<file path="src/mavg_pkg.sv">
`timescale 1ns / 1ps
`default_nettype none

package mavg_pkg;

  localparam int MAX_WINDOW_DEF   = 64;
  localparam int SAMPLE_WIDTH_DEF = 16;

  // window_length register
  localparam int             CFG_W        = 7;
  localparam logic [CFG_W-1:0] WINDOW_RESET = 7'd1;

  // control that travels with an item down the divider chain
  typedef struct packed {
    logic busy;
    logic neg;
    logic avg_valid;
  } div_ctl_t;

endpackage

`default_nettype wire

</file>
<file path="src/mavg_tap_cell.sv">
`timescale 1ns / 1ps
`default_nettype none

module mavg_tap_cell
  import mavg_pkg::*;
#(
  parameter int SAMPLE_WIDTH = SAMPLE_WIDTH_DEF,
  parameter int TAP_INDEX    = 0
) (
  input  wire logic                    clk,
  input  wire logic                    shift,
  input  wire logic [SAMPLE_WIDTH-1:0] sample_in,
  input  wire logic [CFG_W-1:0]        window_eff,
  output logic      [SAMPLE_WIDTH-1:0] sample_out,
  output logic      [SAMPLE_WIDTH-1:0] tap
);

  logic sel;

  // cell k holds the sample taken k+1 items ago
  always_ff @(posedge clk) begin
    if (shift) begin
      sample_out <= sample_in;
    end
  end

  assign sel = (32'(window_eff) == TAP_INDEX + 2);
  assign tap = sel ? sample_out : '0;

endmodule

`default_nettype wire

</file>
<file path="src/mavg_div_cell.sv">
`timescale 1ns / 1ps
`default_nettype none

module mavg_div_cell
  import mavg_pkg::*;
#(
  parameter int SUM_W = SAMPLE_WIDTH_DEF + 6
) (
  input  wire logic             clk,
  input  wire logic             rst,
  input  wire logic             en,
  input  wire div_ctl_t         ctl_in,
  input  wire logic [CFG_W-1:0] divisor_in,
  input  wire logic [CFG_W-1:0] rem_in,
  input  wire logic [SUM_W-1:0] dq_in,
  output div_ctl_t              ctl_out,
  output logic      [CFG_W-1:0] divisor_out,
  output logic      [CFG_W-1:0] rem_out,
  output logic      [SUM_W-1:0] dq_out
);

  logic [CFG_W:0]   trial;
  logic             ge;
  logic [CFG_W-1:0] rem_next;
  logic [SUM_W-1:0] dq_next;

  // one restoring step: bring down the top dividend bit, shift in the quotient bit
  always_comb begin
    trial    = {rem_in, dq_in[SUM_W-1]};
    ge       = (trial >= {1'b0, divisor_in});
    rem_next = ge ? CFG_W'(trial - {1'b0, divisor_in}) : trial[CFG_W-1:0];
    dq_next  = {dq_in[SUM_W-2:0], ge};
  end

  always_ff @(posedge clk) begin
    if (rst) begin
      ctl_out <= '0;
    end else if (en) begin
      ctl_out <= ctl_in;
    end
  end

  always_ff @(posedge clk) begin
    if (en) begin
      divisor_out <= divisor_in;
      rem_out     <= rem_next;
      dq_out      <= dq_next;
    end
  end

endmodule

`default_nettype wire

</file>
<file path="src/moving_average_filter.sv">
`timescale 1ns / 1ps
`default_nettype none

// Stages: front register (sum update), one divider cell per quotient bit, output register.
// Throughput: one item per cycle, divider chain included, while the output is not stalled.
// Reset (rst, synchronous, active high) clears the sum, the fill count, the valid flags
//   and sets window_length to 1. The sample delay line is not cleared.
module moving_average_filter
  import mavg_pkg::*;
#(
  parameter int MAX_WINDOW   = MAX_WINDOW_DEF,
  parameter int SAMPLE_WIDTH = SAMPLE_WIDTH_DEF
) (
  input  wire logic                                   clk,
  input  wire logic                                   rst,
  // config: window_length
  input  wire logic                                   cfg_valid,
  output logic                                        cfg_ready,
  input  wire logic [CFG_W-1:0]                       cfg_data,
  // slave side; tdata: sample
  input  wire logic                                   s_axis_tvalid,
  output logic                                        s_axis_tready,
  input  wire logic [((SAMPLE_WIDTH+7)/8)*8-1:0]      s_axis_tdata,
  input  wire logic                                   s_axis_tlast,
  // master side; tdata: average; tuser: average_valid
  output logic                                        m_axis_tvalid,
  input  wire logic                                   m_axis_tready,
  output logic      [((SAMPLE_WIDTH+7)/8)*8-1:0]      m_axis_tdata,
  output logic      [0:0]                             m_axis_tuser
);

  localparam int S_DATA_W = ((SAMPLE_WIDTH + 7) / 8) * 8;
  localparam int SUM_W    = SAMPLE_WIDTH + $clog2(MAX_WINDOW);
  localparam int FILL_W   = $clog2(MAX_WINDOW + 1);
  localparam int TAPS     = MAX_WINDOW - 1;
  localparam logic [SUM_W-1:0] POS_LIMIT = SUM_W'((64'd1 << (SAMPLE_WIDTH - 1)) - 64'd1);
  localparam logic [SUM_W-1:0] NEG_LIMIT = SUM_W'(64'd1 << (SAMPLE_WIDTH - 1));
  localparam logic [SAMPLE_WIDTH-1:0] SAT_MAX = {1'b0, {(SAMPLE_WIDTH-1){1'b1}}};
  localparam logic [SAMPLE_WIDTH-1:0] SAT_MIN = {1'b1, {(SAMPLE_WIDTH-1){1'b0}}};

  logic                           en;
  logic                           accept;
  logic [CFG_W-1:0]               window_length;
  logic [CFG_W-1:0]               window_eff;
  logic signed [SUM_W-1:0]        running_sum;
  logic signed [SUM_W-1:0]        running_sum_next;
  logic [FILL_W-1:0]              fill_count;
  logic [FILL_W-1:0]              fill_count_next;
  logic signed [SAMPLE_WIDTH-1:0] sample;
  logic signed [SUM_W-1:0]        total;
  logic signed [SAMPLE_WIDTH-1:0] oldest;
  logic [SAMPLE_WIDTH-1:0]        tap_any;
  logic                           active;

  logic [SAMPLE_WIDTH-1:0]        line  [TAPS];
  logic [SAMPLE_WIDTH-1:0]        taps  [TAPS];

  div_ctl_t                       front_ctl;
  logic [CFG_W-1:0]               front_div;
  logic [SUM_W-1:0]               front_mag;

  div_ctl_t                       ctl_chain [SUM_W+1];
  logic [CFG_W-1:0]               div_chain [SUM_W+1];
  logic [CFG_W-1:0]               rem_chain [SUM_W+1];
  logic [SUM_W-1:0]               dq_chain  [SUM_W+1];

  logic [SUM_W-1:0]               quot;
  logic [SAMPLE_WIDTH-1:0]        result;
  logic [SAMPLE_WIDTH-1:0]        out_avg;
  logic                           out_avg_valid;

  assign en            = !m_axis_tvalid || m_axis_tready;
  assign s_axis_tready = en;
  assign accept        = s_axis_tvalid && en;
  assign cfg_ready     = 1'b1;

  always_ff @(posedge clk) begin
    if (rst) begin
      window_length <= WINDOW_RESET;
    end else if (cfg_valid) begin
      window_length <= cfg_data;
    end
  end

  // zero counts as one, anything above MAX_WINDOW as MAX_WINDOW (the full line)
  always_comb begin
    if (window_length == '0) begin
      window_eff = CFG_W'(1);
    end else if (32'(window_length) > MAX_WINDOW) begin
      window_eff = CFG_W'(MAX_WINDOW);
    end else begin
      window_eff = window_length;
    end
  end

  assign sample = s_axis_tdata[SAMPLE_WIDTH-1:0];

  // sample delay line
  for (genvar k = 0; k < TAPS; k++) begin : g_tap
    mavg_tap_cell #(
      .SAMPLE_WIDTH (SAMPLE_WIDTH),
      .TAP_INDEX    (k)
    ) u_tap (
      .clk        (clk),
      .shift      (accept),
      .sample_in  ((k == 0) ? sample : line[(k == 0) ? 0 : k - 1]),
      .window_eff (window_eff),
      .sample_out (line[k]),
      .tap        (taps[k])
    );
  end

  always_comb begin
    tap_any = '0;
    for (int k = 0; k < TAPS; k++) begin
      tap_any = tap_any | taps[k];
    end
  end

  always_comb begin
    total  = running_sum + SUM_W'(sample);
    oldest = (window_eff == CFG_W'(1)) ? sample : tap_any;
    active = (32'(fill_count) + 32'd1) >= 32'(window_eff);
    if (s_axis_tlast) begin
      running_sum_next = '0;
      fill_count_next  = '0;
    end else begin
      running_sum_next = active ? total - SUM_W'(oldest) : total;
      fill_count_next  = (32'(fill_count) < MAX_WINDOW) ? fill_count + FILL_W'(1)
                                                        : fill_count;
    end
  end

  always_ff @(posedge clk) begin
    if (rst) begin
      running_sum <= '0;
      fill_count  <= '0;
      front_ctl   <= '0;
    end else if (en) begin
      front_ctl.busy <= accept;
      if (accept) begin
        running_sum         <= running_sum_next;
        fill_count          <= fill_count_next;
        front_ctl.neg       <= total[SUM_W-1];
        front_ctl.avg_valid <= active;
      end
    end
  end

  always_ff @(posedge clk) begin
    if (accept) begin
      front_div <= window_eff;
      front_mag <= total[SUM_W-1] ? SUM_W'(-total) : SUM_W'(total);
    end
  end

  assign ctl_chain[0] = front_ctl;
  assign div_chain[0] = front_div;
  assign rem_chain[0] = '0;
  assign dq_chain[0]  = front_mag;

  // divider: one cell per quotient bit
  for (genvar i = 0; i < SUM_W; i++) begin : g_div
    mavg_div_cell #(
      .SUM_W (SUM_W)
    ) u_div (
      .clk         (clk),
      .rst         (rst),
      .en          (en),
      .ctl_in      (ctl_chain[i]),
      .divisor_in  (div_chain[i]),
      .rem_in      (rem_chain[i]),
      .dq_in       (dq_chain[i]),
      .ctl_out     (ctl_chain[i+1]),
      .divisor_out (div_chain[i+1]),
      .rem_out     (rem_chain[i+1]),
      .dq_out      (dq_chain[i+1])
    );
  end

  assign quot = dq_chain[SUM_W];

  // restore the sign and clamp to the sample range; zero while the window is filling
  always_comb begin
    if (!ctl_chain[SUM_W].avg_valid) begin
      result = '0;
    end else if (ctl_chain[SUM_W].neg) begin
      result = (quot > NEG_LIMIT) ? SAT_MIN : SAMPLE_WIDTH'(-quot);
    end else begin
      result = (quot > POS_LIMIT) ? SAT_MAX : quot[SAMPLE_WIDTH-1:0];
    end
  end

  always_ff @(posedge clk) begin
    if (rst) begin
      m_axis_tvalid <= 1'b0;
    end else if (en) begin
      m_axis_tvalid <= ctl_chain[SUM_W].busy;
    end
  end

  always_ff @(posedge clk) begin
    if (en) begin
      out_avg       <= result;
      out_avg_valid <= ctl_chain[SUM_W].avg_valid;
    end
  end

  assign m_axis_tdata = S_DATA_W'(out_avg);
  assign m_axis_tuser = out_avg_valid;

endmodule

`default_nettype wire

</file>
<file path="config.mk">
export PLATFORM = sky130hd
export DESIGN_NAME = moving_average_filter
export DESIGN_NICKNAME = d
export VERILOG_FILES = /design/src/mavg_pkg.sv /design/src/mavg_tap_cell.sv /design/src/mavg_div_cell.sv /design/src/moving_average_filter.sv
export SDC_FILE = /design/constraint.sdc
export NUM_CORES = 2
export LEC_CHECK = 0
export ABC_AREA = 1
export BUFFER_PORTS_ARGS = -buffer_cell sky130_fd_sc_hd__buf_4
export CORE_ASPECT_RATIO = 1.25
export CORE_MARGIN = 2
export CORE_UTILIZATION = 45
export DETAILED_ROUTE_END_ITERATION = 6
export PLACE_DENSITY = 0.58
export RECOVER_POWER = 25
export SYNTH_ARGS = -nofsm -noshare
export SYNTH_HDL_FRONTEND = slang
export SYNTH_SLANG_ARGS = --single-unit
</file>
<file path="constraint.sdc">
create_clock -name clk -period 49.4 [get_ports clk]
set_input_delay 2.47 -clock clk [delete_from_list [all_inputs] [get_ports clk]]
set_output_delay 2.47 -clock clk [all_outputs]
set_load 0.03 [all_outputs]
</file>
==> flow_summary_export.csv <==
group,metric,value,unit
layout,final-seq-area,57130,um^2
layout,final_util,50.83,%
power,total_power,4365,uW
layout,n_fill_cell,14420,
drt,final_antenna_net_count,0,
power,p_sw_share,25.97,%
drt,avgViaCountPerCell,5.479,
synthesis,synth_compound_area_share,5.536,%
worst_setup_path,worst_ep_arrival_time,7.37,ns
layout,multi_input_area,17120,um^2
clock_network,htree_levels,4,
synthesis,synth.distinct_cells,66,
timing,fin_ws,42.73,ns
placement,hpwl,120.5,mm
power,p_int,3231,uW
clock_network,clock-sinks,1938,
floorplan,fp-row-count,169,
global_routing,grt_max_degree,207,
synthesis,synth_fa_ha_area_share,3.850,%
global_routing,grt-ovfl-total,0,
synthesis,ys.flop_type,"edfxtp_1",
timing,relSlewSlack,5.631,%
synthesis,yosysTopAreaCell,"edfxtp_1",
drt,routedWlPerCell,23.11,um
synthesis,synth_top_family_by_area,"simple AND/OR/NAND/NOR gates",
clock_network,cts_made_buffers,188,
synthesis,ys_async_sr_fraction,0,%
worst_setup_path,endpoint_kind,"register",
power,ir_drop,0.03355,mV
drt,routed-via-count,44700,
status,status,"complete, no violations",
clock_network,cts-hold-fix-buffers,0,
timing,setup_viol,0,
placement,gp_congestion,0.9106,
floorplan,fp.dieH,464.8,um
clock_network,clockRootBuffer,"clkbuf_16",
synthesis,netlist.area_leader.share,71.97,%
clock_network,max-clock-path-buffers,3,
drt,drt_iter0_markers,5180,
layout,fin_cells,8157,
placement,numPortBuffers,47,
placement,dp_cells,7808,
worst_setup_path,slowest_stage,"nor4_1",
layout,finalNetCount,6026,
synthesis,ys_warn_count,0,
worst_setup_path,critPathKind,"register to register",
timing,fin_crit_sh,13.50,%
timing,hold_viol,0,
synthesis,synthSimpleGateAreaFrac,11.07,%
global_routing,grt_pass1_vias,43650,
power,power_frac_clock,33.1,%
clock_network,cts_setup_buffers,0,
global_routing,grt_usage,21.54,%
timing,min_period,6.670,ns
worst_setup_path,start_kind,"register",
floorplan,core-area,169200,um^2
drt,drc,0,
clock_network,clock_latency,0.87,ns
synthesis,synthXorXnorAreaFrac,1.866,%
power,power.leakage,0.03246,uW
worst_setup_path,cp_common_cell,"nand2_1",
power,p_sw,1134,uW
synthesis,synth.avg_cell_area,13.68,um^2
power,powerDensity,50.76,nW/um^2
layout,area_growth,12.48,%
global_routing,grt_pass1_wl,276.4,mm
synthesis,yosysSeqAreaShare,74.74,%
synthesis,netlist_area,76440,um^2
layout,drive_gt1_share,8.672,%
synthesis,muxShareOfSynthArea,0,%
worst_setup_path,critPathMaxFanout,20,
timing,max_freq,0.1499,GHz
synthesis,netlist_instances,5588,
floorplan,design.portCount,49,
synthesis,ys_top_cells_by_area,"edfxtp_1 72%, nand2_1 5.1%, ha_1 3.3%",
synthesis,synth_edf_count,1832,
clock_network,cts_tree,"built",
power,comb_power_share,15.3,%
clock_network,clk_pin_slew,0.06,ns
power,seq_power_share,51.6,%
job,cap_violations,0,
drt,firstDrtPassIters,5,
timing,rsz0062_at_grt,"false",
synthesis,ys_seq_elements,1938,
clock_network,cts_resized,0,
worst_setup_path,critPathRequiredTime,50.10,ns
floorplan,die-area,173200,um^2
min_path,hp-class,"register to register",
global_routing,antenna_found_initial,11,
drt,routed_wl,188.5,mm
floorplan,die_w,372.6,um
timing,fin_tns_setup,0,ns
synthesis,syn_nets,5839,
layout,mostFrequentLayoutCells,"1832 x edfxtp_1, 1048 x nand2_1, 469 x nor2_1, 394 x inv_1, 337 x a21oi_1",
layout,final_common_cell,"edfxtp_1",
timing,fin_skew,0.05274,ns
worst_setup_path,max_stage_delay,1.16,ns
timing,slew_violations,0,
floorplan,start_util,45.19,%
placement,pre_cts_slack,42.31,ns
timing,worst_slew_pin_slew,1.403,ns
## layer usage
layer  up-vias  wire length [um]  track usage, %
met4         4              7913           8.838
met1     22140             74140           27.73
met2      1679             90370           35.28
met3       402             16090           4.946
li1      20470                 -               -
met5         -                25               0
## final cells by class
cell class                      count  share of cell area (%)
Clock buffer                      239                   5.780
Clock inverter                    103                   1.352
Sequential cell                  1938                   66.45
Multi-Input combinational cell   3072                   19.92
Timing Repair Buffer              148                   1.365
Antenna cell                        7                 0.02037
Inverter                          427                   1.884
Tap cell                         2223                   3.235
## through the flow
stage	hold slack (ns)	instance area, um^2
6_report	0.4031	85980
4_1_cts	0.4033	85970
2_1_floorplan	0.4003	76440
3_3_place_gp	0.4002	79830
3_5_place_dp	0.4045	79830
5_1_grt	0.4131	85970
## cells in the mapped netlist (22+ instances only)
cell	number
nand2_1	1048
o211ai_1	26
clkbuf_1	111
a22o_1	32
fa_1	22
xor2_1	106
xnor2_1	55
nor4_1	56
nand3_1	88
inv_1	398
buf_2	31
edfxtp_1	1832
ha_1	200
a21oi_1	337
o21ai_0	184
o21bai_1	24
a22oi_1	54
inv_2	27
nor2_1	474
nor3_1	22
nand4_1	201
dfxtp_1	106
## state kept, by name, summed over array words and instances (netlist names)
| name | flops |
|---|---|
| g_div.u_div.ctl_out | 66 |
| fill_count | 7 |
| g_div.u_div.divisor_out | 147 |
| g_div.u_div.dq_out | 484 |
| front_div | 7 |
| m_axis_tvalid | 1 |
| front_mag | 22 |
| m_axis_tuser | 1 |
| window_length | 7 |
| running_sum | 22 |
| g_div.u_div.rem_out | 147 |
| ctl_chain | 3 |
| m_axis_tdata | 16 |
| g_tap.u_tap.sample_out | 1008 |
## critical path: cells and delay by family, from the launching register on
family | cells | cell delay (ns)
AOI/OAI and AO/OA | 7 | 1.69
xor gates and xnor gates | 1 | 0.13
adders and majority gates | 1 | 0.27
buffers and inverters | 2 | 0.73
DFF | 1 | 0.36
and+or+nand+nor | 17 | 3.26
## worst paths after layout
path | start | to | depth (start not counted) | slack (ns)
min | g_div[10].u_div.dq_out[12] | g_div[11].u_div.dq_out[13] | 0 | 0.40
max reg2reg | window_length[5] | running_sum[16] | 28 | 42.73
min reg2reg | g_div[10].u_div.dq_out[12] | g_div[11].u_div.dq_out[13] | 0 | 0.40
max | window_length[5] | running_sum[16] | 28 | 42.73
## cell families (layout without fill, tap and decap cells)
family | Yosys count | in the layout
compound gates | 727 | 727
xor+xnor | 162 | 162
fa+ha+maj | 222 | 222
buf+inv | 578 | 917
flops | 1938 | 1938
other cells | 1 | 8
simple gates | 1960 | 1960
## power groups by stage
stage	registers, uW	logic, uW	clock network (uW)
CTS	2250	673	1470
global route	2280	763	1530
detailed placement	2290	669	0
finish	2250	670	1440
global placement	2280	653	0
floorplan	2270	520	0
Note: power is estimated with default switching activity, not from simulation.
